[src/sv/mpq_pkg.sv]
// package for the min priority queue: payload types, codes and defaults
`default_nettype none

package mpq_pkg;

	// default sizes
	localparam int DEPTH_DEF       = 16;
	localparam int VALUE_WIDTH_DEF = 32;

	// action codes
	localparam logic [1:0] ACT_PUSH   = 2'd0;
	localparam logic [1:0] ACT_POP    = 2'd1;
	localparam logic [1:0] ACT_STATUS = 2'd2;

	// error codes
	localparam logic [1:0] ERR_OK    = 2'd0;
	localparam logic [1:0] ERR_FULL  = 2'd1;
	localparam logic [1:0] ERR_EMPTY = 2'd2;

	// input transaction
	typedef struct packed {
		logic [1:0]  action;
		logic [31:0] push_value;
	} in_t;

	// output transaction
	typedef struct packed {
		logic [31:0] popped_value;
		logic        pop_valid;
		logic [1:0]  error_code;
		logic [4:0]  entry_count;
		logic        is_empty;
	} out_t;

	// shift command broadcast to every cell
	typedef struct packed {
		logic push;
		logic pop;
	} cell_ctrl_t;

endpackage

`default_nettype wire

[src/sv/mpq_cell.sv]
// one cell of the sorted shift-register store
`default_nettype none

module mpq_cell import mpq_pkg::*; #(
	parameter int VALUE_WIDTH = VALUE_WIDTH_DEF
) (
	input  wire logic                   clk,
	input  wire logic                   arst_n,
	input  wire cell_ctrl_t             ctrl,
	input  wire logic [VALUE_WIDTH-1:0] push_value,
	input  wire logic [VALUE_WIDTH-1:0] prev_value,
	input  wire logic                   prev_take,
	input  wire logic                   prev_occupied,
	input  wire logic [VALUE_WIDTH-1:0] next_value,
	input  wire logic                   next_occupied,
	output logic [VALUE_WIDTH-1:0]      value,
	output logic                        occupied,
	output logic                        take
);

	logic [VALUE_WIDTH-1:0] value_q;
	logic                   occupied_q;

	// this cell is at or past the insert point
	assign take     = !occupied_q || (value_q > push_value);
	assign value    = value_q;
	assign occupied = occupied_q;

	// occupancy moves with the data
	always_ff @(posedge clk or negedge arst_n) begin
		if (!arst_n) begin
			occupied_q <= 1'b0;
		end else if (ctrl.push) begin
			if (take) begin
				occupied_q <= prev_occupied;
			end
		end else if (ctrl.pop) begin
			occupied_q <= next_occupied;
		end
	end

	// shift right on insert, left on removal
	always_ff @(posedge clk) begin
		if (ctrl.push) begin
			if (take) begin
				value_q <= prev_take ? prev_value : push_value;
			end
		end else if (ctrl.pop) begin
			value_q <= next_value;
		end
	end

endmodule

`default_nettype wire

[src/sv/min_priority_queue_top.sv]
// top level of the min priority queue: cell chain, count and output register
//
// A bounded queue that always hands out its least stored value.
// Input channel (in_valid, in_ready, in_data): each transaction is a push,
// a pop of the least value, or a status query (action code three acts as a
// status query). Output channel (out_valid, out_ready, out_data): exactly
// one result per input transaction, in order, with the popped value, an
// error code, and the count and empty flag after the transaction.
// The store is a row of DEPTH cells kept in ascending order; every cell
// compares against the pushed value in parallel and shifts by one place,
// so the result of a transaction shows in the cycle after acceptance.
// One transaction per cycle is taken while out_ready is high.
// When the receiver stalls, the result waits in the output register and
// in_ready drops until it is taken.
// A push into a full store is dropped with ERR_FULL; a pop on an empty
// store returns zero with ERR_EMPTY.
// Reset empties the queue and the output register at once; no sweep runs.
`default_nettype none

module min_priority_queue_top import mpq_pkg::*; #(
	parameter int DEPTH       = DEPTH_DEF,
	parameter int VALUE_WIDTH = VALUE_WIDTH_DEF
) (
	input  wire logic clk,
	input  wire logic arst_n,
	input  wire logic in_valid,
	output logic      in_ready,
	input  wire in_t  in_data,
	output logic      out_valid,
	input  wire logic out_ready,
	output out_t      out_data
);

	localparam int CW = $clog2(DEPTH + 1);

	logic [VALUE_WIDTH-1:0] push_val;
	logic [VALUE_WIDTH-1:0] cell_value [DEPTH];
	logic                   cell_occ   [DEPTH];
	logic                   cell_take  [DEPTH];
	logic [CW-1:0]          count_q;
	logic [CW-1:0]          count_next;
	logic                   accept;
	logic                   is_push;
	logic                   is_pop;
	logic                   full;
	logic                   empty;
	cell_ctrl_t             ctrl;
	out_t                   result;
	out_t                   out_q;
	logic                   out_valid_q;

	// handshake
	assign in_ready  = !out_valid_q || out_ready;
	assign accept    = in_valid && in_ready;
	assign out_valid = out_valid_q;
	assign out_data  = out_q;

	assign push_val = VALUE_WIDTH'(in_data.push_value);
	assign is_push  = (in_data.action == ACT_PUSH);
	assign is_pop   = (in_data.action == ACT_POP);
	assign full     = (count_q == CW'(DEPTH));
	assign empty    = (count_q == '0);

	// command to the cells
	assign ctrl.push = accept && is_push && !full;
	assign ctrl.pop  = accept && is_pop && !empty;

	// cell chain, least value in cell zero
	for (genvar i = 0; i < DEPTH; i++) begin : g_cell
		logic [VALUE_WIDTH-1:0] prev_value;
		logic                   prev_take;
		logic                   prev_occupied;
		logic [VALUE_WIDTH-1:0] next_value;
		logic                   next_occupied;

		if (i == 0) begin : g_head
			assign prev_value    = '0;
			assign prev_take     = 1'b0;
			assign prev_occupied = 1'b1;
		end else begin : g_body
			assign prev_value    = cell_value[i-1];
			assign prev_take     = cell_take[i-1];
			assign prev_occupied = cell_occ[i-1];
		end

		if (i == DEPTH - 1) begin : g_tail
			assign next_value    = '0;
			assign next_occupied = 1'b0;
		end else begin : g_link
			assign next_value    = cell_value[i+1];
			assign next_occupied = cell_occ[i+1];
		end

		mpq_cell #(
			.VALUE_WIDTH(VALUE_WIDTH)
		) u_cell (
			.clk          (clk),
			.arst_n       (arst_n),
			.ctrl         (ctrl),
			.push_value   (push_val),
			.prev_value   (prev_value),
			.prev_take    (prev_take),
			.prev_occupied(prev_occupied),
			.next_value   (next_value),
			.next_occupied(next_occupied),
			.value        (cell_value[i]),
			.occupied     (cell_occ[i]),
			.take         (cell_take[i])
		);
	end

	// count after this transaction
	always_comb begin
		count_next = count_q;
		if (ctrl.push) begin
			count_next = count_q + CW'(1);
		end else if (ctrl.pop) begin
			count_next = count_q - CW'(1);
		end
	end

	always_ff @(posedge clk or negedge arst_n) begin
		if (!arst_n) begin
			count_q <= '0;
		end else begin
			count_q <= count_next;
		end
	end

	// result of the accepted transaction
	always_comb begin
		result              = '0;
		result.entry_count  = 5'(count_next);
		result.is_empty     = (count_next == '0);
		result.error_code   = ERR_OK;
		if (is_push && full) begin
			result.error_code = ERR_FULL;
		end else if (is_pop && empty) begin
			result.error_code = ERR_EMPTY;
		end else if (is_pop) begin
			result.popped_value = 32'(cell_value[0]);
			result.pop_valid    = 1'b1;
		end
	end

	// output register
	always_ff @(posedge clk or negedge arst_n) begin
		if (!arst_n) begin
			out_valid_q <= 1'b0;
		end else if (accept) begin
			out_valid_q <= 1'b1;
		end else if (out_ready) begin
			out_valid_q <= 1'b0;
		end
	end

	always_ff @(posedge clk) begin
		if (accept) begin
			out_q <= result;
		end
	end

endmodule

`default_nettype wire

[config.mk]
export PLATFORM = sky130hd
export DESIGN_NAME = min_priority_queue_top
export DESIGN_NICKNAME = d
export VERILOG_FILES = /design/src/sv/mpq_pkg.sv /design/src/sv/mpq_cell.sv /design/src/sv/min_priority_queue_top.sv
export SDC_FILE = /design/constraint.sdc
export NUM_CORES = 2
export LEC_CHECK = 0
export CORE_ASPECT_RATIO = 1.25
export CORE_MARGIN = 1
export CORE_UTILIZATION = 40
export CTS_CLUSTER_SIZE = 40
export DETAILED_ROUTE_END_ITERATION = 10
export DONT_BUFFER_PORTS = 1
export GPL_TIMING_DRIVEN = 0
export PLACE_DENSITY = 0.59
export SYNTH_ARGS = -nofsm -noshare
export SYNTH_HDL_FRONTEND = slang
export SYNTH_SLANG_ARGS = --single-unit
[constraint.sdc]
create_clock -name clk -period 7.18 [get_ports clk]
set_input_delay 1.436 -clock clk [delete_from_list [all_inputs] [get_ports clk]]
set_output_delay 1.436 -clock clk [all_outputs]
set_load 0.03 [all_outputs]
==> key figures <==
Drt
  • Residual DRC: 0
  • DRT iter0 DRCs: 2648
  • DR vias/cell: 6.23
  • First-pass DRT Iterations: 6
  • Antenna Nets Post-Route: 0
  • Total Routed Length: 135000 um
  • WL/cell: 25.2 um
  • Via count: 33.5k

Setup path
  • Crit end category: register
  • Type of origin of the critical path: primary input
  • Kind of critical path: in -> reg
  • Slowest stage cell, crit path: nor4_1
  • Worst reg-to-reg path cell count: 9
  • Critical Path AT: 6.08 ns
  • R2R setup slack: 2.98 ns
  • Max FO, Critical Path: 25
  • Crit path cell chain: clkbuf_1, inv_1, ha_1, nand4_1, nor4_1, nand3_1, a22oi_2, and2_0, clkbuf_2, o21ai_4, buf_12
  • WP buf/inv: 4
  • RR Startpoint: g_cell[8].u_cell.value[27]
  • CP required: 7.55 ns
  • Crit-path max cell delay: 0.87 ns
  • Worst r2r dst: g_cell[8].u_cell.value[10]
  • CP top delay family: simple AND/OR/NAND/NOR gates

Clock tree
  • CTS resizes: 0
  • Total CTS buffers: 70
  • Clock transition at path regs: 0.06 ns
  • Hold_buf cts: 0
  • # Post-CTS Setup Buffers: 0
  • Clock buffer depth: 3
  • Latest clock arrival within the worst-skew pair: 0.64 ns
  • CTS tree: yes
  • CTS Root Cell: clkbuf_16
  • Htree depth: 3
  • Clock tree sinks: 575

Synthesis
  • Post-synthesis mux area share: 0.000510
  • Commonest cells in the synthesized netlist: nand2_1 (650), edfxtp_1 (553), o21ai_0 (516), ha_1 (514), a32oi_1 (448)
  • Synth Cell Area: 39300 um2
  • Adder-Cell Fraction of Synth Area: 0.164
  • Post-synthesis xor/xnor area fraction: 0.000669
  • Synth Area in Simple Gates: 0.119
  • Synth area leaders: edfxtp_1 (42%), ha_1 (16%), a32oi_1 (10%), o21ai_0 (6.6%), nand2_1 (6.2%)
  • Synthesized instance count: 3933
  • Ys Warns: 0
  • Seq cells post-synth: 575
  • Top-count cell post-synth: nand2_1
  • Post-synth EDFFs: 553
  • Ys flop type: edfxtp_1
  • Largest family of logic cells by synthesized area: compound AO/OA/AOI/OAI gates
  • Area share of the largest cell type after synthesis: 0.423
  • Seq/Total Area, Yosys: 0.437
  • Cell taking the most area after synthesis: edfxtp_1
  • Compound-cell area share of the yosys netlist: 0.238
  • Syn nets: 4485
  • Synth Area per Inst: 9.98 um2
  • Synth unique cells: 61
  • Ys async rst share: 0.0383

Timing
  • Max Clock Skew: 0.0179 ns
  • Final Hold Viols: 0
  • Minimum clock period: 5.71 ns
  • Tightest Pin Transition: 1.34 ns
  • Final period util: 0.795
  • Max-slew headroom: 0.109
  • RSZ-0062 raised after global routing: false
  • Fmax: 175 MHz
  • Final Max Slew Viols: 0
  • Setup violations, final: 0

Die
  • Die ar.: 99400 um2
  • Die X: 282 um
  • Core area: 97400 um2
  • Rows: 128
  • Initial Util: 0.403
  • IO Pins: 81
  • Die Ht: 352 um

Global route
  • First-pass GRT wire length: 202000 um
  • Gr busiest metal: met2
  • Routing usage on met3: 0.0236
  • Pin count of the biggest net entering global routing: 36
  • Met2 GRT Util: 0.482
  • Total gr overflow: 0
  • Antenna violations before repair: 4
  • Met1 Usage GRT: 0.306
  • GRT Util Overall: 0.269
  • Vias in the first global route: 34.0k

Placement
  • Placer congestion estimate: 0.916
  • Placed Area: 41400 um2
  • HPWL after DPL: 111000 um
  • Port Buffer Count: 0
  • Placed cells: 5250

Power and ir drop
  • Clock network power share: 0.361
  • Comb pwr share: 0.208
  • Power per cell area: 231 nW/um2
  • Share of power burned in registers: 0.431
  • Switch share: 0.320
  • Internal Pwr Total: 6.88 mW
  • Pleak: 15.5 nW
  • VDD IR max: 171 uV
  • Net switching power: 3.23 mW
  • Power Total: 10.1 mW

Cells and area
  • Share of cells above drive strength 1: 0.0548
  • Area Overhead vs Synth: 11.3%
  • Final Instance Area: 43700 um2
  • Non-filler instance count after layout: 5375
  • Total Nets Final: 4575

Job
  • Max cap viols: 0

Hold path
  • Min-Delay Path Class: in -> async

Status
  • Outcome: completed
cell type report:
cell class              instances  area (um2)
fillers                      9498       53700
flip-flops and latches        575       17200
plain buffers                 338        1390
diodes                          3        7.51
clock buffers                  95        1920
multi-input cells            2953       20600
repair buffers                 18         383
inverters                      67         251
clock inverters                26         327
well taps                    1300        1630
kinds of logic after synthesis:
| kind of cell | after synthesis |
|---|---|
| AO/OA/AOI/OAI | 1409 |
| AND/OR/NAND/NOR | 1025 |
| flip-flops | 575 |
| adder cells (fa/ha/maj) | 514 |
| buffers and inverters | 405 |
| XOR/XNOR | 3 |
| multiplexers | 2 |
worst max path at each step:
stage                                       to         from  depth (start not counted)
global route        g_cell[10].u_cell.value[7]  in_data[27]                         11
global placement    g_cell[14].u_cell.value[6]  in_data[27]                         11
floorplan            g_cell[5].u_cell.value[0]  in_data[11]                         11
finish              g_cell[8].u_cell.value[10]  in_data[27]                         11
detailed placement   g_cell[8].u_cell.value[7]  in_data[27]                         11
CTS                  g_cell[8].u_cell.value[7]  in_data[27]                         11
sequential cells by signal (all words and copies together), names as in the netlist:
signal                  count
count_q                     5
g_cell.u_cell.occupied     16
g_cell.u_cell.value       512
out_data                   41
out_valid                   1
worst register-to-register path, cell delays in order, from the launching register on:
cell and delay [ns]:
edfxtp_1 0.44, ha_1 0.36, nand4_1 0.21, nor4_1 0.87, nand3_1 0.18, a22oi_2 0.57, and2_0 0.55, clkbuf_2 0.35
o21ai_4 0.15, buf_12 0.25
routing by layer:
layer | up-vias | routed length [um]
li1 | 15700 | -
met1 | 16300 | 51500
met2 | 1184 | 68800
met3 | 307 | 6310
met4 | 2 | 8640
met5 | - | 11
power groups by stage:
stage / combinational (mW) / sequential, mW / clock, mW
6_report: 2.10 / 4.36 / 3.65
5_1_grt: 2.31 / 4.39 / 3.79
4_1_cts: 2.08 / 4.35 / 3.68
3_5_place_dp: 2.07 / 4.42 / 0
2_1_floorplan: 1.35 / 4.34 / 0
3_3_place_gp: 1.95 / 4.45 / 0
cell usage in the layout (no fill, tap or decap), drive strengths merged, types with 24 or more instances in the layout:
| cell type | instances |
|---|---|
| o21ai | 578 |
| nand2 | 650 |
| buf | 66 |
| a21o | 25 |
| a32oi | 448 |
| clkbuf | 385 |
| and2 | 62 |
| o211ai | 24 |
| ha | 514 |
| nand4 | 77 |
| nor2 | 39 |
| a21oi | 227 |
| and4 | 32 |
| nand3 | 98 |
| edfxtp | 553 |
| inv | 67 |
metrics by stage:
step,setup WS [ns],hold WS [ns],TNS [ns],util
6_report,1.47,0.496,0,0.449
3_5_place_dp,0.991,0.532,0,0.426
5_1_grt,1.46,0.489,0,0.449
4_1_cts,1.64,0.471,0,0.449
2_1_floorplan,0.798,0.466,0,-
3_3_place_gp,-2.54,0.512,-714.43,0.420
(Power assumes the default switching activity.)
